## config.mk

```make
export PLATFORM = sky130hd
export DESIGN_NAME = msstk_cell
export DESIGN_NICKNAME = d
export VERILOG_FILES = /design/src/rtl/core/msstk_pkg.sv /design/src/rtl/core/msstk_cell.sv
export SDC_FILE = /design/constraint.sdc
export NUM_CORES = 1
export LEC_CHECK = 0
export BUFFER_PORTS_ARGS = -buffer_cell sky130_fd_sc_hd__buf_2
export CAP_MARGIN = 20
export CORE_UTILIZATION = 43
export CTS_CLUSTER_DIAMETER = 50
export DETAILED_ROUTE_END_ITERATION = 6
export GPL_ROUTABILITY_DRIVEN = 0
export GPL_TIMING_DRIVEN = 0
export PLACE_DENSITY_LB_ADDON = 0.1
export SETUP_SLACK_MARGIN = 0.02
export SKIP_LAST_GASP = 1
export SLEW_MARGIN = 15
export SYNTH_ARGS = -nofsm -noshare
export SYNTH_HDL_FRONTEND = slang
export SYNTH_SLANG_ARGS = --single-unit
```

## constraint.sdc

```tcl
create_clock -name clk -period 2.2 [get_ports clk]
set_clock_uncertainty 0.2 [all_clocks]
set_input_delay 0 -clock clk [delete_from_list [all_inputs] [get_ports clk]]
set_output_delay 0 -clock clk [all_outputs]
set_load 0.02 [all_outputs]
```

## src/rtl/core/msstk_pkg.sv

```systemverilog
// shared types and constants for the mask snapshot stack
package msstk_pkg;

  localparam int SLOT_W  = 6;
  localparam int MASK_W  = 8;
  localparam int REQ_W   = 3;
  localparam int LVL_O_W = 2;
  localparam int STAT_W  = 2;

  // request codes
  localparam logic [REQ_W-1:0] REQ_LEVEL   = 3'd0;
  localparam logic [REQ_W-1:0] REQ_SAVE    = 3'd1;
  localparam logic [REQ_W-1:0] REQ_RESTORE = 3'd2;
  localparam logic [REQ_W-1:0] REQ_WRITE   = 3'd3;
  localparam logic [REQ_W-1:0] REQ_READ    = 3'd4;

  // status codes
  localparam logic [STAT_W-1:0] ST_OK        = 2'd0;
  localparam logic [STAT_W-1:0] ST_OVERFLOW  = 2'd1;
  localparam logic [STAT_W-1:0] ST_UNDERFLOW = 2'd2;

  typedef enum logic [2:0] {
    OP_NOP,
    OP_PUSH,
    OP_POP,
    OP_SAVE,
    OP_RESTORE,
    OP_WRITE
  } msstk_op_t;

  typedef enum logic [1:0] {
    S_IDLE,
    S_SWEEP,
    S_DONE
  } msstk_state_t;

  typedef struct packed {
    logic [REQ_W-1:0]  req_type;
    logic [SLOT_W-1:0] slot;
    logic [MASK_W-1:0] mask_value;
    logic              slot_allocated;
  } msstk_req_t;

  typedef struct packed {
    logic [MASK_W-1:0]  slot_mask;
    logic [LVL_O_W-1:0] stack_level;
    logic [STAT_W-1:0]  status;
  } msstk_rsp_t;

endpackage

```

## src/rtl/core/msstk_cell.sv

```systemverilog
// one ring cell: a slot's mask, allocated flag and snapshot column
module msstk_cell #(
  parameter int STACK_DEPTH = 4
) (
  input  logic                               clk,
  input  logic                               rst_n,
  input  logic                               shift_en,
  input  logic [msstk_pkg::MASK_W-1:0]       mask_in,
  input  logic                               alloc_in,
  input  logic [STACK_DEPTH-1:0][msstk_pkg::MASK_W-1:0] snap_in,
  output logic [msstk_pkg::MASK_W-1:0]       mask_out,
  output logic                               alloc_out,
  output logic [STACK_DEPTH-1:0][msstk_pkg::MASK_W-1:0] snap_out
);
  import msstk_pkg::*;

  logic [MASK_W-1:0]                   mask_r;
  logic                                alloc_r;
  logic [STACK_DEPTH-1:0][MASK_W-1:0]  snap_r;

  always_ff @(posedge clk) begin
    if (!rst_n) begin
      mask_r  <= '0;
      alloc_r <= 1'b0;
      snap_r  <= '0;
    end else if (shift_en) begin
      mask_r  <= mask_in;
      alloc_r <= alloc_in;
      snap_r  <= snap_in;
    end
  end

  assign mask_out  = mask_r;
  assign alloc_out = alloc_r;
  assign snap_out  = snap_r;

endmodule

```

==> results of run 1 <==
layer usage:
| layer | share of wire [%] | global-route usage (%) | vias up |
|---|---|---|---|
| met5 | 0 | 0 | - |
| met4 | 1.5 | 8.72 | 0 |
| met3 | 5.1 | 4.74 | 7 |
| met2 | 52 | 42.3 | 54 |
| met1 | 41 | 23.5 | 658 |
| li1 | - | - | 720 |
cell usage after synthesis:
library cell,instances
dfxtp_1,41
clkbuf_1,4
buf_6,1
buf_12,4
mux2i_1,41
nor2b_1,41
final timing paths:
| check | slack [ns] | cells after the start | from | endpoint |
|---|---|---|---|---|
| hold / removal | 0.005 | 4 | shift_en | mask_out[0]$_SDFFE_PN0P_ |
| hold reg to reg | 0.32 | 2 | snap_out[13]$_SDFFE_PN0P_ | snap_out[13]$_SDFFE_PN0P_ |
| setup / recovery | 0.25 | 6 | mask_in[5] | mask_out[5]$_SDFFE_PN0P_ |
| setup reg to reg | 0.31 | 4 | mask_out[5]$_SDFFE_PN0P_ | mask_out[5]$_SDFFE_PN0P_ |
power groups by stage:
stage / sequential, W / clock, W / combinational (W)
finish: 0.000810 / 0.000481 / 0.000349
global route: 0.000814 / 0.000526 / 0.000375
CTS: 0.000807 / 0.000496 / 0.000343
detailed placement: 0.000824 / 0 / 0.000263
global placement: 0.000821 / 0 / 0.000257
floorplan: 0.000879 / 0 / 0.000111
sequential cells by signal, summed over array words and instances (netlist names):
name / cells
alloc_out: 1
mask_out: 8
snap_out: 32
critical path, stage by stage:
cell           delay [ns]
dlygate4sd3_1        0.54
buf_2                0.12
mux2i_1              0.12
dlygate4sd3_1        0.57
nor2b_1              0.04
dlygate4sd3_1        0.54
cell families (layout without fill, tap and decap cells):
logic type | Yosys count | in the layout | synth area share [%]
buffers and inverters | 9 | 152 | 6.67
DFF | 41 | 41 | 51.5
muxes | 41 | 41 | 25.7
and+or+nand+nor | 41 | 41 | 16.1
through the flow:
stage,instance area (um^2),setup WS [ns],cells
6_report,2680,0.248,321
5_1_grt,2680,0.218,321
4_1_cts,2680,0.274,321
3_5_place_dp,2070,1.32,261
3_3_place_gp,2070,1.35,261
2_1_floorplan,1590,1.33,132
layout make-up:
| class | count | area [um^2] |
|---|---|---|
| Multi-Input combinational cell | 82 | 667 |
| Buffer | 9 | 106 |
| Tap cell | 46 | 57.6 |
| Sequential cell | 41 | 821 |
| Timing Repair Buffer | 136 | 946 |
| Clock buffer | 7 | 86.3 |
| Fill cell | 251 | 758 |
==> results_dict.tcl, run 1 <==
set metrics [dict create \
    run_status "finished, final reports clean" \
    p_leak_nw 1.33 \
    synth_seq_cells 41 \
    via_count 1439 \
    crit_type "in2reg" \
    antenna_found_initial 0 \
    p_sw_share_pct 25.0 \
    clk_path_buf_depth 2 \
    core_mm2 0.00344 \
    overflow 0 \
    cp-end-kind "flop" \
    yosysSeqAreaShare_pct 51.5 \
    layout_commonest_cell "buf_2" \
    slew-limit-headroom_pct 78.6 \
    antennaDiodeCount 0 \
    fp.dieArea_mm2 0.00395 \
    drtIter0Drc 37 \
    htreeDepth 2 \
    nNetsFinal 319 \
    dp_hpwl_mm 2.31 \
    ir_worst_vdd_v 0.000572 \
    grt_pass1_vias 1530 \
    drv_slew 0 \
    portBuffers 83 \
    dieWidth_um 62.9 \
    clkTransAtPathRegs_ns 0.07 \
    clkPwrFrac_pct 29.3 \
    cts_resized 0 \
    syn-instance-count 132 \
    drive_gt1_share_pct 34.2 \
    postRouteAntennaNets 0 \
    viasPerCell 4.48 \
    grt_max_degree 12 \
    wl_per_cell_um 12.8 \
    rsz0062_at_grt "false" \
    syn-num-nets 176 \
    post_cts_buffers 0 \
    finalCritPeriodShare_pct 88.7 \
    required_ns 2.18 \
    synth_area_leaders "dfxtp_1, mux2i_1, nor2b_1" \
    clk_latency_ns 0.28 \
    internal-power_w 0.00123 \
    drc 0 \
    clock_sinks 41 \
    p_comb_share_pct 21.3 \
    syn_avg_cell_area_um2 12.1 \
    wl_mm 4.10 \
    yosysUniqueCellTypes 6 \
    cts_tree "done" \
    setup_viol 0 \
    utilization_pct 78.0 \
    hold_viol_final 0 \
    syn_area_mm2 0.00159 \
    rows 21 \
    start_kind "input port" \
    cp_max_fo 1 \
    min_period_ns 1.95 \
    grt_pass1_wl_mm 6.89 \
    cts-root-buf "clkbuf_8" \
    whs_ns 0.00514 \
    ctsHoldBuffers 53 \
    yosys_warnings 0 \
    drv_cap 0 \
    dr.pass1.iters 4 \
    layout_common_cells "buf_2, dlygate4sd3_1, mux2i_1, nor2b_1, dfxtp_1" \
    die_height_um 62.9 \
    synth_largest_type_area_fraction_pct 51.5 \
    fin_total_pwr_w 0.00164 \
    hold_class "in2reg" \
    arrival_ns 1.93 \
    worst_pin_slew_ns 0.322 \
    max_clock_freq_mhz 512 \
    start_util_pct 46.3 \
    synth_top_area_cell "dfxtp_1" \
    p_per_area_mw_per_mm2 611 \
    grt_util_all_layers_pct 22.3 \
    io-pin-count 85 \
    switchingPower_w 0.000410 \
    setup-tns-final_ns 0 \
    syn_to_final_growth_pct 68.4 \
    cts_buffers 5 \
    seqPwrFrac_pct 49.4 \
]
Power figures use the tool's default switching activity.
==> run 2: changes to the inputs <==
--- a/config.mk
+++ b/config.mk
@@ -12,7 +12,7 @@
 export DETAILED_ROUTE_END_ITERATION = 6
 export GPL_ROUTABILITY_DRIVEN = 0
 export GPL_TIMING_DRIVEN = 0
-export PLACE_DENSITY_LB_ADDON = 0.1
+export PLACE_DENSITY = 0.77
 export SETUP_SLACK_MARGIN = 0.02
 export SKIP_LAST_GASP = 1
 export SLEW_MARGIN = 15
==> run 2 against run 1 <==
Effect of this change: the run now ends with hold timing left; sequential power barely moved; sequential share of layout area up 0.52 points; via count fell by 2.6%; critical path type unchanged.
==> results_dict.tcl, run 2 (synthesis gave the netlist of run 1 again) <==
set metrics [dict create \
    p_sw_share_pct 24.7 \
    setup_viol 0 \
    slew-limit-headroom_pct 77.8 \
    layout_commonest_cell "buf_2" \
    drtIter0Drc 31 \
    run_status "finished with violations" \
    worst_pin_slew_ns 0.333 \
    max_clock_freq_mhz 510 \
    antennaDiodeCount 0 \
    dieWidth_um 62.9 \
    whs_ns -0.00258 \
    fp.dieArea_mm2 0.00395 \
    dp_hpwl_mm 2.18 \
    seqPwrFrac_pct 48.5 \
    min_period_ns 1.96 \
    largest_reg_flops 32 \
    grt_util_all_layers_pct 21.2 \
    cts_resized 0 \
    antenna_found_initial 0 \
    switchingPower_w 0.000411 \
    p_per_area_mw_per_mm2 631 \
    nNetsFinal 313 \
    arrival_ns 1.93 \
    cp_cell_sequence "dlygate4sd3_1 > buf_2 > mux2i_1 > dlygate4sd3_1 > nor2b_1 > dlygate4sd3_1" \
    hold_viol_final 1 \
    clkTransAtPathRegs_ns 0.07 \
    drv_slew 0 \
    rows 21 \
    dr.pass1.iters 2 \
    rsz0062_at_grt "false" \
    ir_worst_vdd_v 0.000508 \
    drive_gt1_share_pct 35.6 \
    hold_class "in2reg" \
    die_height_um 62.9 \
    drc 0 \
    clk_path_buf_depth 2 \
    grt_pass1_wl_mm 6.51 \
    core_mm2 0.00344 \
    wl_per_cell_um 12.3 \
    setup-tns-final_ns 0 \
    finalCritPeriodShare_pct 89.1 \
    cp-end-kind "flop" \
    cp_max_fo 1 \
    p_comb_share_pct 20.2 \
    clkPwrFrac_pct 31.4 \
    portBuffers 83 \
    cts-root-buf "clkbuf_8" \
    cts_tree "done" \
    overflow 0 \
    grt_pass1_vias 1514 \
    crit_slowest_cell "dlygate4sd3_1" \
    start_kind "input port" \
    crit_path_max_incr_delay_ns 0.56 \
    internal-power_w 0.00125 \
    crit_type "in2reg" \
    layout_common_cells "buf_2, dlygate4sd3_1, mux2i_1, nor2b_1, dfxtp_1" \
    htreeDepth 2 \
    violations "hold timing" \
    viasPerCell 4.43 \
    p_leak_nw 1.32 \
    postRouteAntennaNets 0 \
    clk_latency_ns 0.28 \
    cts_buffers 5 \
    via_count 1401 \
    wl_mm 3.89 \
    critical_path.top_delay_family "buffers and inverters" \
    critPathBufInv 4 \
    clock_sinks 41 \
    io-pin-count 85 \
    syn_to_final_growth_pct 65.5 \
    cp_common_cell "dlygate4sd3_1" \
    drv_cap 0 \
    start_util_pct 46.3 \
    required_ns 2.17 \
    grt_max_degree 13 \
]
run 2: changes by cell type in the layout (fill, tap and decap cells not counted), sizes merged:
| cell | previous run | this run |
|---|---|---|
| dlygate4sd3 | 53 | 47 |
| clkinv | 0 | 1 |
run 2: repair_timing:
item                      in CTS  in global routing
hold buffers                  47                  0
hold endpoints to repair      41                  0
buffers inserted               0                  0
run 2: through the flow:
step                power (W)  utilization, %  area (um^2)  instances  setup slack, ns
floorplan            0.000990               -         1590        132             1.33
global placement      0.00108            60.1         2070        261             1.31
detailed placement    0.00109            60.1         2070        261             1.30
CTS                   0.00167            76.7         2640        316            0.281
global route          0.00174            76.7         2640        316            0.177
finish                0.00167            76.7         2640        316            0.239
run 2: power by group through the flow:
stage               combinational (W)  clock, W  sequential [W]
floorplan                    0.000111         0        0.000879
global placement             0.000261         0        0.000821
detailed placement           0.000264         0        0.000823
CTS                          0.000332  0.000537        0.000806
global route                 0.000363  0.000570        0.000812
finish                       0.000336  0.000522        0.000807
run 2: area by class of cell:
type | instances | area (um^2)
Buffer | 9 | 106
Clock buffer | 7 | 96.3
Clock inverter | 1 | 5.00
Fill cell | 243 | 803
Multi-Input combinational cell | 82 | 667
Sequential cell | 41 | 821
Tap cell | 46 | 57.6
Timing Repair Buffer | 130 | 886
run 2: per-layer routing:
layer  track usage (%)  wire (um)  vias up
met5                 0          0        -
met1              21.6       1570      636
met2              40.6       2050       50
met3              5.29        207        6
met4              7.85         63        0
li1                  -          -      709
run 2: worst paths after layout:
| path | start | endpoint | slack (ns) | cells past startpoint |
|---|---|---|---|---|
| worst min-delay path | shift_en | snap_out[12]$_SDFFE_PN0P_ | -0.003 | 4 |
| worst min register to register | snap_out[12]$_SDFFE_PN0P_ | snap_out[12]$_SDFFE_PN0P_ | 0.31 | 2 |
| worst max-delay path | mask_in[5] | mask_out[5]$_SDFFE_PN0P_ | 0.24 | 6 |
| worst max register to register | mask_out[5]$_SDFFE_PN0P_ | mask_out[5]$_SDFFE_PN0P_ | 0.30 | 4 |
run 2: tightest hold or removal path, delay by kind of cell:
| kind | cells | cell delay [ns] |
|---|---|---|
| multiplexers | 1 | 0.07 |
| AND/OR/NAND/NOR | 1 | 0.09 |
| buffers and inverters | 2 | 0.28 |
==> run 3: changes to the inputs <==
--- a/config.mk
+++ b/config.mk
@@ -7,12 +7,11 @@
 export LEC_CHECK = 0
 export BUFFER_PORTS_ARGS = -buffer_cell sky130_fd_sc_hd__buf_2
 export CAP_MARGIN = 20
-export CORE_UTILIZATION = 43
+export CORE_UTILIZATION = 29
 export CTS_CLUSTER_DIAMETER = 50
 export DETAILED_ROUTE_END_ITERATION = 6
 export GPL_ROUTABILITY_DRIVEN = 0
 export GPL_TIMING_DRIVEN = 0
-export PLACE_DENSITY = 0.77
 export SETUP_SLACK_MARGIN = 0.02
 export SKIP_LAST_GASP = 1
 export SLEW_MARGIN = 15
==> run 3 against run 2 <==
Effect of this change: the run now ends clean; cell area increased by 11%; final cell count rose by 16%; count of clock-buffer cells in the layout unchanged; worst hold slack improved by 0.0041 ns; non-clock buffer count grew 25; combinational power up 15%; wire length increased by 4.3%; core utilization down 20 points; global-route usage decreased by 6.6 points; critical path depth did not move; first-iteration DRC count up 32%; critical path type unchanged; largest power group unchanged.
==> results_dict.tcl, run 3 (synthesis gave the netlist of run 1 again) <==
set metrics [dict create \
    run_status "finished, final reports clean" \
    postRouteAntennaNets 0 \
    grt_pass1_wl_mm 6.90 \
    start_kind "input port" \
    grt_max_degree 13 \
    cp-end-kind "flop" \
    num-fill-cells 484 \
    hold_viol_final 0 \
    clk_path_buf_depth 2 \
    largest_reg_flops 32 \
    arrival_ns 1.91 \
    drv_slew 0 \
    cts_buffers 5 \
    clkTransAtPathRegs_ns 0.08 \
    layout_commonest_cell "buf_2" \
    htreeDepth 2 \
    switchingPower_w 0.000424 \
    utilization_pct 56.4 \
    p_per_area_mw_per_mm2 617 \
    antenna_found_initial 0 \
    layout_common_cells "buf_2, dlygate4sd3_1, mux2i_1, nor2b_1, dfxtp_1" \
    place_inst 285 \
    antennaDiodeCount 0 \
    top_layer_used "met4" \
    drt-met1-wl_mm 1.68 \
    p_comb_share_pct 21.3 \
    worst_pin_slew_ns 0.367 \
    wl_met2_mm 2.20 \
    nNetsFinal 338 \
    syn_to_final_growth_pct 84.1 \
    wl_per_cell_um 11.1 \
    die_height_um 76.1 \
    rsz0062_at_grt "false" \
    via_count 1499 \
    seqPwrFrac_pct 44.7 \
    portBuffers 83 \
    cp_max_fo 1 \
    drc 0 \
    core_mm2 0.00520 \
    rows 26 \
    p_sw_share_pct 23.5 \
    drtIter0Drc 41 \
    grt_util_all_layers_pct 14.6 \
    ir_worst_vdd_v 0.000257 \
    clk_latency_ns 0.28 \
    seq_area_um2 821 \
    cts_resized 0 \
    clkPwrFrac_pct 34.1 \
    final_cells 365 \
    required_ns 2.18 \
    hold_class "in2reg" \
    setup_viol 0 \
    min_period_ns 1.94 \
    cts-root-buf "clkbuf_8" \
    drv_cap 0 \
    overflow 0 \
    slew-limit-headroom_pct 75.5 \
    crit_type "in2reg" \
    dr.pass1.iters 3 \
    grt_pass1_vias 1563 \
    internal-power_w 0.00138 \
    wl_mm 4.06 \
    p_leak_nw 1.40 \
    max_clock_freq_mhz 517 \
    fp.dieArea_mm2 0.00580 \
    start_util_pct 30.6 \
    finalCritPeriodShare_pct 88.0 \
    io-pin-count 85 \
    dp_hpwl_mm 2.40 \
    met3_length_um 147 \
    clock_sinks 41 \
    multiInputGateArea_um2 667 \
    drive_gt1_share_pct 32.2 \
    dieWidth_um 76.1 \
    setup-tns-final_ns 0 \
    cts_tree "done" \
    viasPerCell 4.11 \
]
run 3: critical path: stages:
cell and delay, ns:
dlygate4sd3_1 0.54, buf_2 0.12, mux2i_1 0.11, dlygate4sd3_1 0.56, nor2b_1 0.04, dlygate4sd3_1 0.54
run 3: layout make-up:
| cell class | instances | area share, % |
|---|---|---|
| tap | 70 | 2.99 |
| buffer | 9 | 3.62 |
| timing repair buffer | 155 | 38.7 |
| sequential | 41 | 28.0 |
| clock buffer | 7 | 2.94 |
| clock inverter | 1 | 1.02 |
| multi-input combinational | 82 | 22.7 |
run 3: routing by layer:
layer,GRT usage [%],vias to the layer above
met4,4.62,0
li1,-,755
met5,0,-
met1,15.9,697
met2,28.0,41
met3,3.11,6
run 3: path summary, 6_finish.rpt:
kind	start	to	cells after the start	slack, ns
worst max-delay path	mask_in[5]	mask_out[5]$_SDFFE_PN0P_	6	0.26
worst min-delay path	shift_en	snap_out[6]$_SDFFE_PN0P_	4	0.001
worst max register to register	mask_out[5]$_SDFFE_PN0P_	mask_out[5]$_SDFFE_PN0P_	4	0.33
worst min register to register	snap_out[3]$_SDFFE_PN0P_	snap_out[3]$_SDFFE_PN0P_	2	0.32
run 3: timing repair:
item,CTS,global route
hold buffers,72,0
buffers inserted,0,0
hold endpoints to repair,41,0
run 3: power groups by stage:
stage | registers, W | logic (W) | clock network (W)
2_1_floorplan | 0.000879 | 0.000111 | 0
3_3_place_gp | 0.000822 | 0.000263 | 0
3_5_place_dp | 0.000823 | 0.000266 | 0
4_1_cts | 0.000807 | 0.000384 | 0.000644
6_report | 0.000808 | 0.000385 | 0.000616
5_1_grt | 0.000814 | 0.000414 | 0.000687
run 3: metrics by stage:
stage / setup WS (ns) / power, W / hold WS [ns] / area, um^2
final: 0.265 / 0.00181 / 0.00150 / 2930
after global routing: 0.239 / 0.00191 / 0.0157 / 2930
after CTS: 0.275 / 0.00184 / 0.00000761 / 2930
after detailed placement: 1.29 / 0.00109 / 0.0642 / 2100
after global placement: 1.30 / 0.00109 / 0.0539 / 2100
after floorplan: 1.33 / 0.000990 / -0.0718 / 1590
